[src/rtl/core/tes_pkg.sv]
`timescale 1ns / 1ps
`default_nettype none

package tes_pkg;

  localparam int ACTION_W = 2;
  localparam int SLOT_W = 4;
  localparam int TIME_W = 32;
  localparam int DEF_NUM_TIMERS = 16;

  // A tick reports at most this many timers; the rest stay due.
  localparam int MAX_OUT = 16;
  localparam int OUT_CW = $clog2(MAX_OUT + 1);

  typedef enum logic [ACTION_W-1:0] {
    ACT_ARM    = 2'd0,
    ACT_DELETE = 2'd1,
    ACT_TICK   = 2'd2
  } action_t;

  // One slot of the timer table as it sits in memory.
  typedef struct packed {
    logic [TIME_W-1:0] trigger;
    logic [TIME_W-1:0] period;
    logic              repeats;
    logic [TIME_W-1:0] stamp;
  } entry_t;

  function automatic logic [TIME_W-1:0] sat_add(input logic [TIME_W-1:0] a,
                                                input logic [TIME_W-1:0] b);
    logic [TIME_W:0] s;
    s = {1'b0, a} + {1'b0, b};
    return s[TIME_W] ? {TIME_W{1'b1}} : s[TIME_W-1:0];
  endfunction

endpackage

`default_nettype wire

[src/rtl/core/tes_ram.sv]
`timescale 1ns / 1ps
`default_nettype none

module tes_ram #(
  parameter int WIDTH = 8,
  parameter int DEPTH = 16
) (
  input  logic                     clk,
  input  logic                     we,
  input  logic [$clog2(DEPTH)-1:0] waddr,
  input  logic [WIDTH-1:0]         wdata,
  input  logic [$clog2(DEPTH)-1:0] raddr,
  output logic [WIDTH-1:0]         rdata
);

  logic [WIDTH-1:0] mem [DEPTH];

  always_ff @(posedge clk) begin
    if (we) begin
      mem[waddr] <= wdata;
    end
    rdata <= mem[raddr];
  end

endmodule

`default_nettype wire

[src/rtl/core/timer_expiry_scheduler.sv]
`timescale 1ns / 1ps
`default_nettype none

// Channel   Direction  Handshake                    Payload
// item      in         item_valid / item_ready      action, slot, interval, repeat_req, now
// result    out        result_valid / result_ready  fired_valid, fired_slot, last
//
// Arm, delete and unused codes give no beat. A tick gives one beat per fired timer, or a
// single empty beat when none fires: every report is one full pass over the slot memory
// through its single read port, followed by a decide state that writes a repeating
// chosen slot back.
// Reset is synchronous and clears the active marks, the stamp counter and control state.
// A stalled result holds the scan in its decide cycle; items are taken only when idle.

module timer_expiry_scheduler #(
  parameter int NUM_TIMERS = tes_pkg::DEF_NUM_TIMERS
) (
  input  logic                          clk,
  input  logic                          rst,
  input  logic                          item_valid,
  output logic                          item_ready,
  input  logic [tes_pkg::ACTION_W-1:0]  action,
  input  logic [tes_pkg::SLOT_W-1:0]    slot,
  input  logic [tes_pkg::TIME_W-1:0]    interval,
  input  logic                          repeat_req,
  input  logic [tes_pkg::TIME_W-1:0]    now,
  output logic                          result_valid,
  input  logic                          result_ready,
  output logic                          fired_valid,
  output logic [tes_pkg::SLOT_W-1:0]    fired_slot,
  output logic                          last
);

  import tes_pkg::*;

  localparam int IW = $clog2(NUM_TIMERS);
  localparam int SCW = $clog2(NUM_TIMERS + 1);
  localparam int ENTRY_W = $bits(entry_t);
  localparam int CMPW = (SCW > OUT_CW) ? SCW : OUT_CW;

  typedef enum logic [1:0] {
    S_IDLE,
    S_SCAN,
    S_DECIDE
  } state_t;

  state_t state;

  logic [NUM_TIMERS-1:0] active;
  logic [NUM_TIMERS-1:0] done;
  logic [TIME_W-1:0]     stamp_counter;
  logic [TIME_W-1:0]     now_q;

  logic [SCW-1:0]    scan_cnt;
  logic              rd_pend;
  logic [IW-1:0]     rd_idx;
  logic              best_found;
  logic [IW-1:0]     best_idx;
  entry_t            best;
  logic [SCW-1:0]    due_cnt;
  logic              first_round;
  logic [OUT_CW-1:0] tot;
  logic [OUT_CW-1:0] emitted;

  logic               accept_in;
  logic               in_range;
  logic [IW-1:0]      slot_idx;
  logic [TIME_W-1:0]  ival;
  logic               arm_we;
  logic               rearm_we;
  logic               out_free;
  entry_t             arm_entry;
  entry_t             rearm_entry;
  entry_t             rd_entry;
  logic               ram_we;
  logic [IW-1:0]      ram_waddr;
  logic [ENTRY_W-1:0] ram_wdata;
  logic [ENTRY_W-1:0] ram_rdata;
  logic               cand;
  logic               better;
  logic [CMPW-1:0]    due_ext;
  logic [OUT_CW-1:0]  tot_now;
  logic               last_now;

  assign item_ready = (state == S_IDLE);
  assign accept_in  = item_valid && item_ready;
  assign in_range   = int'(slot) < NUM_TIMERS;
  assign slot_idx   = IW'(slot);
  assign ival       = (interval == '0) ? TIME_W'(1) : interval;
  assign out_free   = !result_valid || result_ready;

  assign arm_we   = accept_in && (action == ACT_ARM) && in_range;
  assign rearm_we = (state == S_DECIDE) && out_free && best_found && best.repeats;

  always_comb begin
    arm_entry.trigger = sat_add(now, ival);
    arm_entry.period  = ival;
    arm_entry.repeats = repeat_req;
    arm_entry.stamp   = stamp_counter;

    rearm_entry.trigger = sat_add(now_q, best.period);
    rearm_entry.period  = best.period;
    rearm_entry.repeats = 1'b1;
    rearm_entry.stamp   = stamp_counter;
  end

  // Arms come only while idle and re-arms only in the decide cycle, so they never collide.
  assign ram_we    = arm_we || rearm_we;
  assign ram_waddr = arm_we ? slot_idx : best_idx;
  assign ram_wdata = arm_we ? arm_entry : rearm_entry;

  tes_ram #(
    .WIDTH(ENTRY_W),
    .DEPTH(NUM_TIMERS)
  ) u_ram (
    .clk  (clk),
    .we   (ram_we),
    .waddr(ram_waddr),
    .wdata(ram_wdata),
    .raddr(scan_cnt[IW-1:0]),
    .rdata(ram_rdata)
  );

  assign rd_entry = entry_t'(ram_rdata);

  // A slot is a candidate when it is active, not yet reported this tick, and due.
  assign cand = rd_pend && active[rd_idx] && !done[rd_idx] && (rd_entry.trigger <= now_q);
  // Strict compare keeps the lowest slot number on a full tie.
  assign better = !best_found ||
                  ({rd_entry.trigger, rd_entry.stamp} < {best.trigger, best.stamp});

  // The first pass counts the due slots; that count, capped, is the number of timers reported.
  always_comb begin
    due_ext = CMPW'(due_cnt);
    if (!first_round) begin
      tot_now = tot;
    end else if (due_ext >= CMPW'(MAX_OUT)) begin
      tot_now = OUT_CW'(MAX_OUT);
    end else begin
      tot_now = OUT_CW'(due_ext);
    end
    last_now = !best_found || ((emitted + OUT_CW'(1)) == tot_now);
  end

  always_ff @(posedge clk) begin
    if (rst) begin
      state         <= S_IDLE;
      active        <= '0;
      done          <= '0;
      stamp_counter <= '0;
      result_valid  <= 1'b0;
      rd_pend       <= 1'b0;
      best_found    <= 1'b0;
      first_round   <= 1'b0;
      scan_cnt      <= '0;
      due_cnt       <= '0;
      tot           <= '0;
      emitted       <= '0;
    end else begin
      if (result_valid && result_ready) begin
        result_valid <= 1'b0;
      end
      rd_pend <= 1'b0;

      case (state)
        S_IDLE: begin
          if (accept_in) begin
            if (arm_we) begin
              active[slot_idx] <= 1'b1;
              stamp_counter    <= stamp_counter + 1'b1;
            end
            if ((action == ACT_DELETE) && in_range) begin
              active[slot_idx] <= 1'b0;
            end
            if (action == ACT_TICK) begin
              now_q       <= now;
              done        <= '0;
              best_found  <= 1'b0;
              due_cnt     <= '0;
              scan_cnt    <= '0;
              first_round <= 1'b1;
              emitted     <= '0;
              state       <= S_SCAN;
            end
          end
        end

        S_SCAN: begin
          if (scan_cnt != SCW'(NUM_TIMERS)) begin
            rd_pend  <= 1'b1;
            rd_idx   <= scan_cnt[IW-1:0];
            scan_cnt <= scan_cnt + 1'b1;
          end else begin
            // The last slot is being compared in this cycle.
            state <= S_DECIDE;
          end
          if (cand) begin
            if (first_round) begin
              due_cnt <= due_cnt + 1'b1;
            end
            if (better) begin
              best_found <= 1'b1;
              best       <= rd_entry;
              best_idx   <= rd_idx;
            end
          end
        end

        S_DECIDE: begin
          tot <= tot_now;
          if (out_free) begin
            first_round  <= 1'b0;
            result_valid <= 1'b1;
            fired_valid  <= best_found;
            fired_slot   <= best_found ? SLOT_W'(best_idx) : '0;
            last         <= last_now;
            if (best_found) begin
              done[best_idx] <= 1'b1;
              emitted        <= emitted + 1'b1;
              if (best.repeats) begin
                stamp_counter <= stamp_counter + 1'b1;
              end else begin
                active[best_idx] <= 1'b0;
              end
            end
            if (last_now) begin
              state <= S_IDLE;
            end else begin
              state      <= S_SCAN;
              scan_cnt   <= '0;
              best_found <= 1'b0;
            end
          end
        end

        default: begin
          state <= S_IDLE;
        end
      endcase
    end
  end

endmodule

`default_nettype wire
[config.mk]
export PLATFORM = sky130hd
export DESIGN_NAME = timer_expiry_scheduler
export DESIGN_NICKNAME = d
export VERILOG_FILES = /design/src/rtl/core/tes_pkg.sv /design/src/rtl/core/tes_ram.sv /design/src/rtl/core/timer_expiry_scheduler.sv
export SDC_FILE = /design/constraint.sdc
export NUM_CORES = 2
export LEC_CHECK = 0
export BUFFER_PORTS_ARGS = -buffer_cell sky130_fd_sc_hd__buf_2
export CORE_MARGIN = 3
export CORE_UTILIZATION = 31
export DETAILED_ROUTE_END_ITERATION = 6
export HOLD_SLACK_MARGIN = 0.02
export PLACE_DENSITY_LB_ADDON = 0.3
export SYNTH_ARGS = -nofsm -noshare
export SYNTH_HDL_FRONTEND = slang
export SYNTH_HIERARCHICAL = 1
export SYNTH_SLANG_ARGS = --single-unit
[constraint.sdc]
create_clock -name clk -period 10.9 [get_ports clk]
set_clock_uncertainty 0.2 [all_clocks]
set_input_delay 0.545 -clock clk [delete_from_list [all_inputs] [get_ports clk]]
set_output_delay 0.545 -clock clk [all_outputs]
set_load 0.02 [all_outputs]
; Word level (Yosys, flattened, before mapping)
; Memories as Yosys holds them, arrays and structs flattened. A register that Yosys moved wholly into a read port is not among the register bits.
; Cells that the tools add are included.
[op_classes]
n_mux = 71
addsub = 6
reduce_logical = 37
n_eq_ne = 19
magnitude_cmp = 8
n_bitwise = 8
[ops]
columns = op, n
row1 = 2-to-1 mux 32 bit, 8
row2 = 2-to-1 mux 16 bit, 13
row3 = 2-to-1 mux 97 bit, 1
row4 = adder 32 x 32 -> 33 bit, 2
row5 = < comparator 64 bit, 1
row6 = one-hot mux 16 bit (2 select lines), 2
row7 = one-hot mux 32 bit (2 select lines), 1
row8 = 2-to-1 mux 5 bit, 11
row9 = "adder 32 x 1 -> 32 bit, second input constant", 1
row10 = AND 16 bit, 2
row11 = less-or-equal comparator 32 bit, 1
row12 = zero test 32 bit, 1
row13 = NOT 16 bit, 2
row14 = bitwise OR 16 bit, 2
row15 = 2-to-1 mux 1 bit, 20
row16 = "inequality test 2 bit, second input constant", 10
row17 = one-hot mux 5 bit (2 select lines), 2
row18 = AND reduction 4 bit, 4
row19 = "adder 5 x 1 -> 5 bit, second input constant", 3
row20 = "< comparator 4 x 5 -> 1 bit, second input constant", 3
row21 = one-hot mux 5 bit (3 select lines), 1
row22 = AND reduction 5 bit, 3
row23 = AND reduction 6 bit, 2
row24 = logical AND 1 bit, 11
row25 = other kinds (23), 42
[word_totals]
input_bits = 75
mem_bits_rw = 1552
wordCells = 172
n_memories = 1
ff_bits = 233
output_inout_bits = 8
[memory_table]
columns = name, depth, word_bits, read_ports, rd_clocked_by_memory_dff, wr, line
row1 = u_ram.mem, 16, 97, 1, 1, 1, tes_ram.sv:16  ; logic [WIDTH-1:0] mem [DEPTH];

; Longest topological paths before layout
[logic_depth]
word_depth = 13
ltp_mapped = 15
depth_no_buf = 14

; Modules after synthesis
; The synthesis kept the hierarchy.
[by_module_without_submodules]
columns = mod, cells_each, area_each_um2, instances, seq_area_each_um2
row1 = tes_ram, 2484, 59867.4, 1, 48546.6
row2 = timer_expiry_scheduler, 1684, 15209.6, 1, 6095.8

; Worst setup path after synthesis
; Ideal clock, no wire load.
[synth_path]
path_kind = input to register
start = input port item_valid
end = memory u_ram/mem[0][0] in the netlist's numbering, enable pin
n_path_buf = 1
setup_time_ns = 0.671
required_time_ns = 10.029
setup_slack_ns = 1.248
arrival_time_ns = 8.781
cell_stages = 7
cell_sequence = or3b_4 -> or3_1 -> clkbuf_1 -> nand2_1 -> o21ai_0 -> or3b_2 -> nor3_1
[synth_via]
word_cells_on_any_way = 6
classes_between = 3 x mux / 3 x reduce/logical
[synth_rtl]
columns = item, line
row1 = start: declaration, timer_expiry_scheduler.sv:20  ; input logic item_valid,
row2 = logical AND 1 bit, timer_expiry_scheduler.sv:86  ; assign accept_in = item_valid && item_ready;
row3 = logical AND 1 bit, timer_expiry_scheduler.sv:92  ; assign arm_we = accept_in && (action == ACT_ARM) && in_range;
row4 = 2-to-1 mux 4 bit, timer_expiry_scheduler.sv:109  ; assign ram_waddr = arm_we ? slot_idx : best_idx;
row5 = named net ram_waddr[2], timer_expiry_scheduler.sv:76  ; logic [IW-1:0] ram_waddr;
row6 = end: declaration, tes_ram.sv:16
; The timed path passes the listed nets, and every way through them passes these cells.

; Final worst setup path
[layout_path]
start = register rd_idx[1]
end = register best[56] in the netlist's numbering, enable pin
[layout_via]
elab_chain_cells = 6
word_cells_on_any_way = 9
classes_between = 4 x mux / 5 x reduce/logical
[layout_lines]
columns = item, line
row1 = start: declaration, timer_expiry_scheduler.sv:56  ; logic [IW-1:0] rd_idx;
row2 = start signal: assignment, timer_expiry_scheduler.sv:191  ; rd_idx <= scan_cnt[IW-1:0];
row3 = binary-select mux 1 bit (select 4 bit), timer_expiry_scheduler.sv:127  ; assign cand = rd_pend && active[rd_idx] && !done[rd_idx] && (rd_entry.trigger <= now_q);
row4 = 2-to-1 mux 1 bit (implied by the code), timer_expiry_scheduler.sv:127
row5 = logical AND 1 bit / zero test 1 bit (equally long branches), timer_expiry_scheduler.sv:127
row6 = logical AND 1 bit * (2 in series), timer_expiry_scheduler.sv:127
row7 = AND reduction 4 bit (no source line) *, --
row8 = end signal: assignment, timer_expiry_scheduler.sv:203  ; best <= rd_entry;
row9 = end: declaration, timer_expiry_scheduler.sv:59  ; entry_t best;
; Every way passes the cells marked *; elsewhere a longest branch is shown, timed or not. The select of a mux whose other input is x is not followed.
; A chain may end at the register's enable or synchronous reset.

==> summary.md <==
| Metric | Value |
|---|---|
| Mapped Nets | `roughly 4400` |
| Dpl hpwl | `roughly 110 mm` |
| Worst hold slack | `0.1053 ns` |
| Clock Pin Slew Worst Setup and Hold Paths | `around 0.06 ns` |
| DRT Wirelength | `200.1 mm` |
| GP Congestion | `0.8903` |
| Max Transition Viols Final | `0` |
| Hold crit path type | `in2reg` |
| Layout cells sized above 1 | `19.21%` |
| Setup TNS | `0 ns` |
| Leakage power | `0.02817 uW` |
| I/O pins | `83` |
| Vias | `39690` |
| Residual DRC | `0` |
| Drt first pass iters | `7` |
| Vias in the first global route | `40100` |
| Fin. Hold Viols | `0` |
| Starting Density | `31.18%` |
| Initial antenna violation count | `11` |
| Yosys top cell area share | `67.80%` |
| Setup violations, final | `0` |
| Syn_area_per_cell | `18.01 um^2` |
| Slew margin rel. | `21.15%` |
| Post-synth EDFFs | `1695` |
| Netlist cell types | `78` |
| Sequential element share of the synthesized area | `72.78%` |
| Status | `completed` |
| Post-DRT Antenna Nets | `0` |
| Area leader, netlist | `edfxtp_1` |
| RSZ-0062 raised after global routing | `false` |
| Max VDD drop | `approximately 0.00015 V` |
| Num Clock Sinks | `1882` |
| CTS tree | `yes` |
| Max cap viols | `0` |
| Largest net degree at the start of global routing | `around 140` |
| Die H | `between 400 and 500 um` |
| CTS max path bufs | `3` |
| Startpoint types | `register` |
| FILL cells | `22270` |
| GR Util All Layers | `between 15 and 20%` |
| Top cells by count, synth | `1695 x edfxtp_1, 389 x mux4_2, 280 x nand2_1, 225 x a22oi_1, 187 x dfxtp_1` |
| TritonCTS buffer count | `191` |
| Overall die area | `248100 um^2` |
| WL per Instance | `26.03 um` |
| WP data arrival | `5.88 ns` |
| Synthesized area | `75080 um^2` |
| Main flop type after synthesis | `edfxtp_1` |
| Starting DRT DRC Count | `3693` |
| Pwr dens | `174.5 nW/um^2` |
| Ys Warns | `6` |
| Synth area leaders | `edfxtp_1 68%, mux4_2 12%, dfxtp_1 5.0%` |
| Worst EP required | `11.12 ns` |
| Period utilisation layout | `around 52%` |
| Actual slew at the worst max-slew pin | `approximately 1.2 ns` |
| Mapped Cells | `4168` |
| Final net count | `about 4600` |
| Async S/R FF share, synth | `0%` |
| Seq cells post-synth | `1882` |
| Vias per cell | `5.163` |
| H-tree depth | `4` |
| I/O Buffers | `82` |
| Area occupied by multi-input gates | `19180 um^2` |
| Critical path type | `reg2reg` |
| Grt ovf | `0` |
| Floorplan row count | `180` |
| Core area | `between 200000 and 250000 um^2` |
| Period minus WS final | `5.655 ns` |
| Area Growth Syn to Fin | `14.66%` |
| Global-route wire length before repair | `290.0 mm` |
| Dominant cell by count in the synthesized netlist | `edfxtp_1` |
| Register Area | `54650 um^2` |
| Root Driver | `clkbuf_16` |
| Total setup buffers inserted after CTS | `0` |
| Max frequency | `176.8 MHz` |
| Clock latency on the worst-skew pair | `0.82 ns` |
| Worst-path fanout max | `60` |
| Die X | `498.1 um` |
| Crit end category | `register` |
-- report_power, final --
group / switching (uW) / internal [uW] / total (uW)
clock: 2770 / 3810 / 6590
combinational: 350 / 207 / 557
sequential: 23.6 / 7850 / 7880
-- per-layer routing --
metal  vias up  GRT usage (%)  share of wire [%]
met3       290          2.257                4.9
met1     21200          21.60                 44
met2      1122          26.34                 49
met4        14          4.681                2.7
met5         -              0              0.050
li1      17070              -                  -
-- sequential cells by signal, indices dropped and copies added (netlist names), 2 cells and up, named ones only --
name / flops
stamp_counter: 32
now_q: 32
active: 15
fired_slot: 4
scan_cnt: 5
due_cnt: 5
rd_idx: 4
tot: 5
u_ram/rdata: 97
best_idx: 4
u_ram/mem: 1552
best: 97
done: 16
emitted: 5
state: 2
-- metrics by stage --
step                      utilization [%]  worst slack, ns  power [uW]  instances  area, um^2
after floorplan                         -            1.248        8383       4168       75080
after global placement              32.95            5.248        8580       7286       79320
after detailed placement            32.95            5.081        8581       7286       79320
after CTS                           35.75            5.133       15170       7683       86080
after global routing                35.75            4.968       15510       7684       86080
final                               35.76            5.245       15020       7687       86090
-- worst max-delay path, cell delays in order (launching register included) --
cell and delay [ns]:
edfxtp_1 0.54, nor3b_1 0.24, a31oi_1 0.06, mux4_2 0.49
nand2_1 0.08, o311ai_0 0.30, buf_4 0.29, nor3_1 0.81
nand2_1 0.18, a211o_1 0.34, a31oi_4 0.14, buf_4 0.83
buf_4 0.73
-- cells in the final DEF, fill, tap and decap left out, drive strengths merged, types with 7 or more instances in the layout --
| master | netlist | final |
|---|---|---|
| a211oi | 20 | 20 |
| a21o | 59 | 59 |
| a21oi | 133 | 133 |
| a22oi | 225 | 225 |
| a31oi | 20 | 20 |
| a32oi | 7 | 7 |
| and2 | 13 | 13 |
| and3 | 16 | 16 |
| buf | 81 | 145 |
| bufinv | 0 | 15 |
| clkbuf | 131 | 276 |
| clkinv | 1 | 54 |
| dfxtp | 187 | 187 |
| dlygate4sd3 | 0 | 38 |
| edfxtp | 1695 | 1695 |
| ha | 164 | 164 |
| inv | 127 | 136 |
| mux4 | 389 | 389 |
| nand2 | 280 | 280 |
| nand2b | 23 | 23 |
| nand3 | 41 | 41 |
| nand3b | 8 | 8 |
| nand4 | 33 | 33 |
| nor2 | 155 | 155 |
| nor2b | 24 | 24 |
| nor3 | 42 | 42 |
| nor3b | 10 | 10 |
| nor4 | 15 | 15 |
| o211ai | 11 | 11 |
| o21a | 7 | 7 |
| o21ai | 71 | 71 |
| or3 | 13 | 13 |
| xnor2 | 38 | 38 |
| xor2 | 46 | 46 |
-- final cells by class --
| type | count | share of cell area, % |
|---|---|---|
| Clock buffer | 276 | 6.263 |
| Multi-Input combinational cell | 1946 | 22.29 |
| Clock inverter | 83 | 1.138 |
| Sequential cell | 1882 | 63.48 |
| Inverter | 128 | 0.5581 |
| Tap cell | 3185 | 4.629 |
| Antenna cell | 4 | 0.01163 |
| Timing Repair Buffer | 183 | 1.631 |
-- cell families after synthesis --
group                      after synthesis  share of synthesized area (%)
DFF                                   1882                          72.78
AOI/OAI and AO/OA                      604                          5.418
muxes                                  396                          11.76
xor gates and xnor gates                84                         0.9799
buffers and inverters                  340                          1.905
and+or+nand+nor                        696                          4.365
adders and majority gates              166                          2.786
-- final timing paths --
kind	from	to	slack, ns	cells past startpoint
min reg2reg	u_ram/rdata[51]	best[51]	0.20	0
max reg2reg	rd_idx[1]	best[56]	5.25	12
min	slot[3]	active[9]	0.11	4
max	rd_idx[1]	best[56]	5.25	12
-- timing repair --
item,4_1_cts,5_1_grt
hold buffers,38,0
hold endpoints to repair,51,0
resized for setup,0,0
Note: power is estimated with default switching activity, not from simulation.
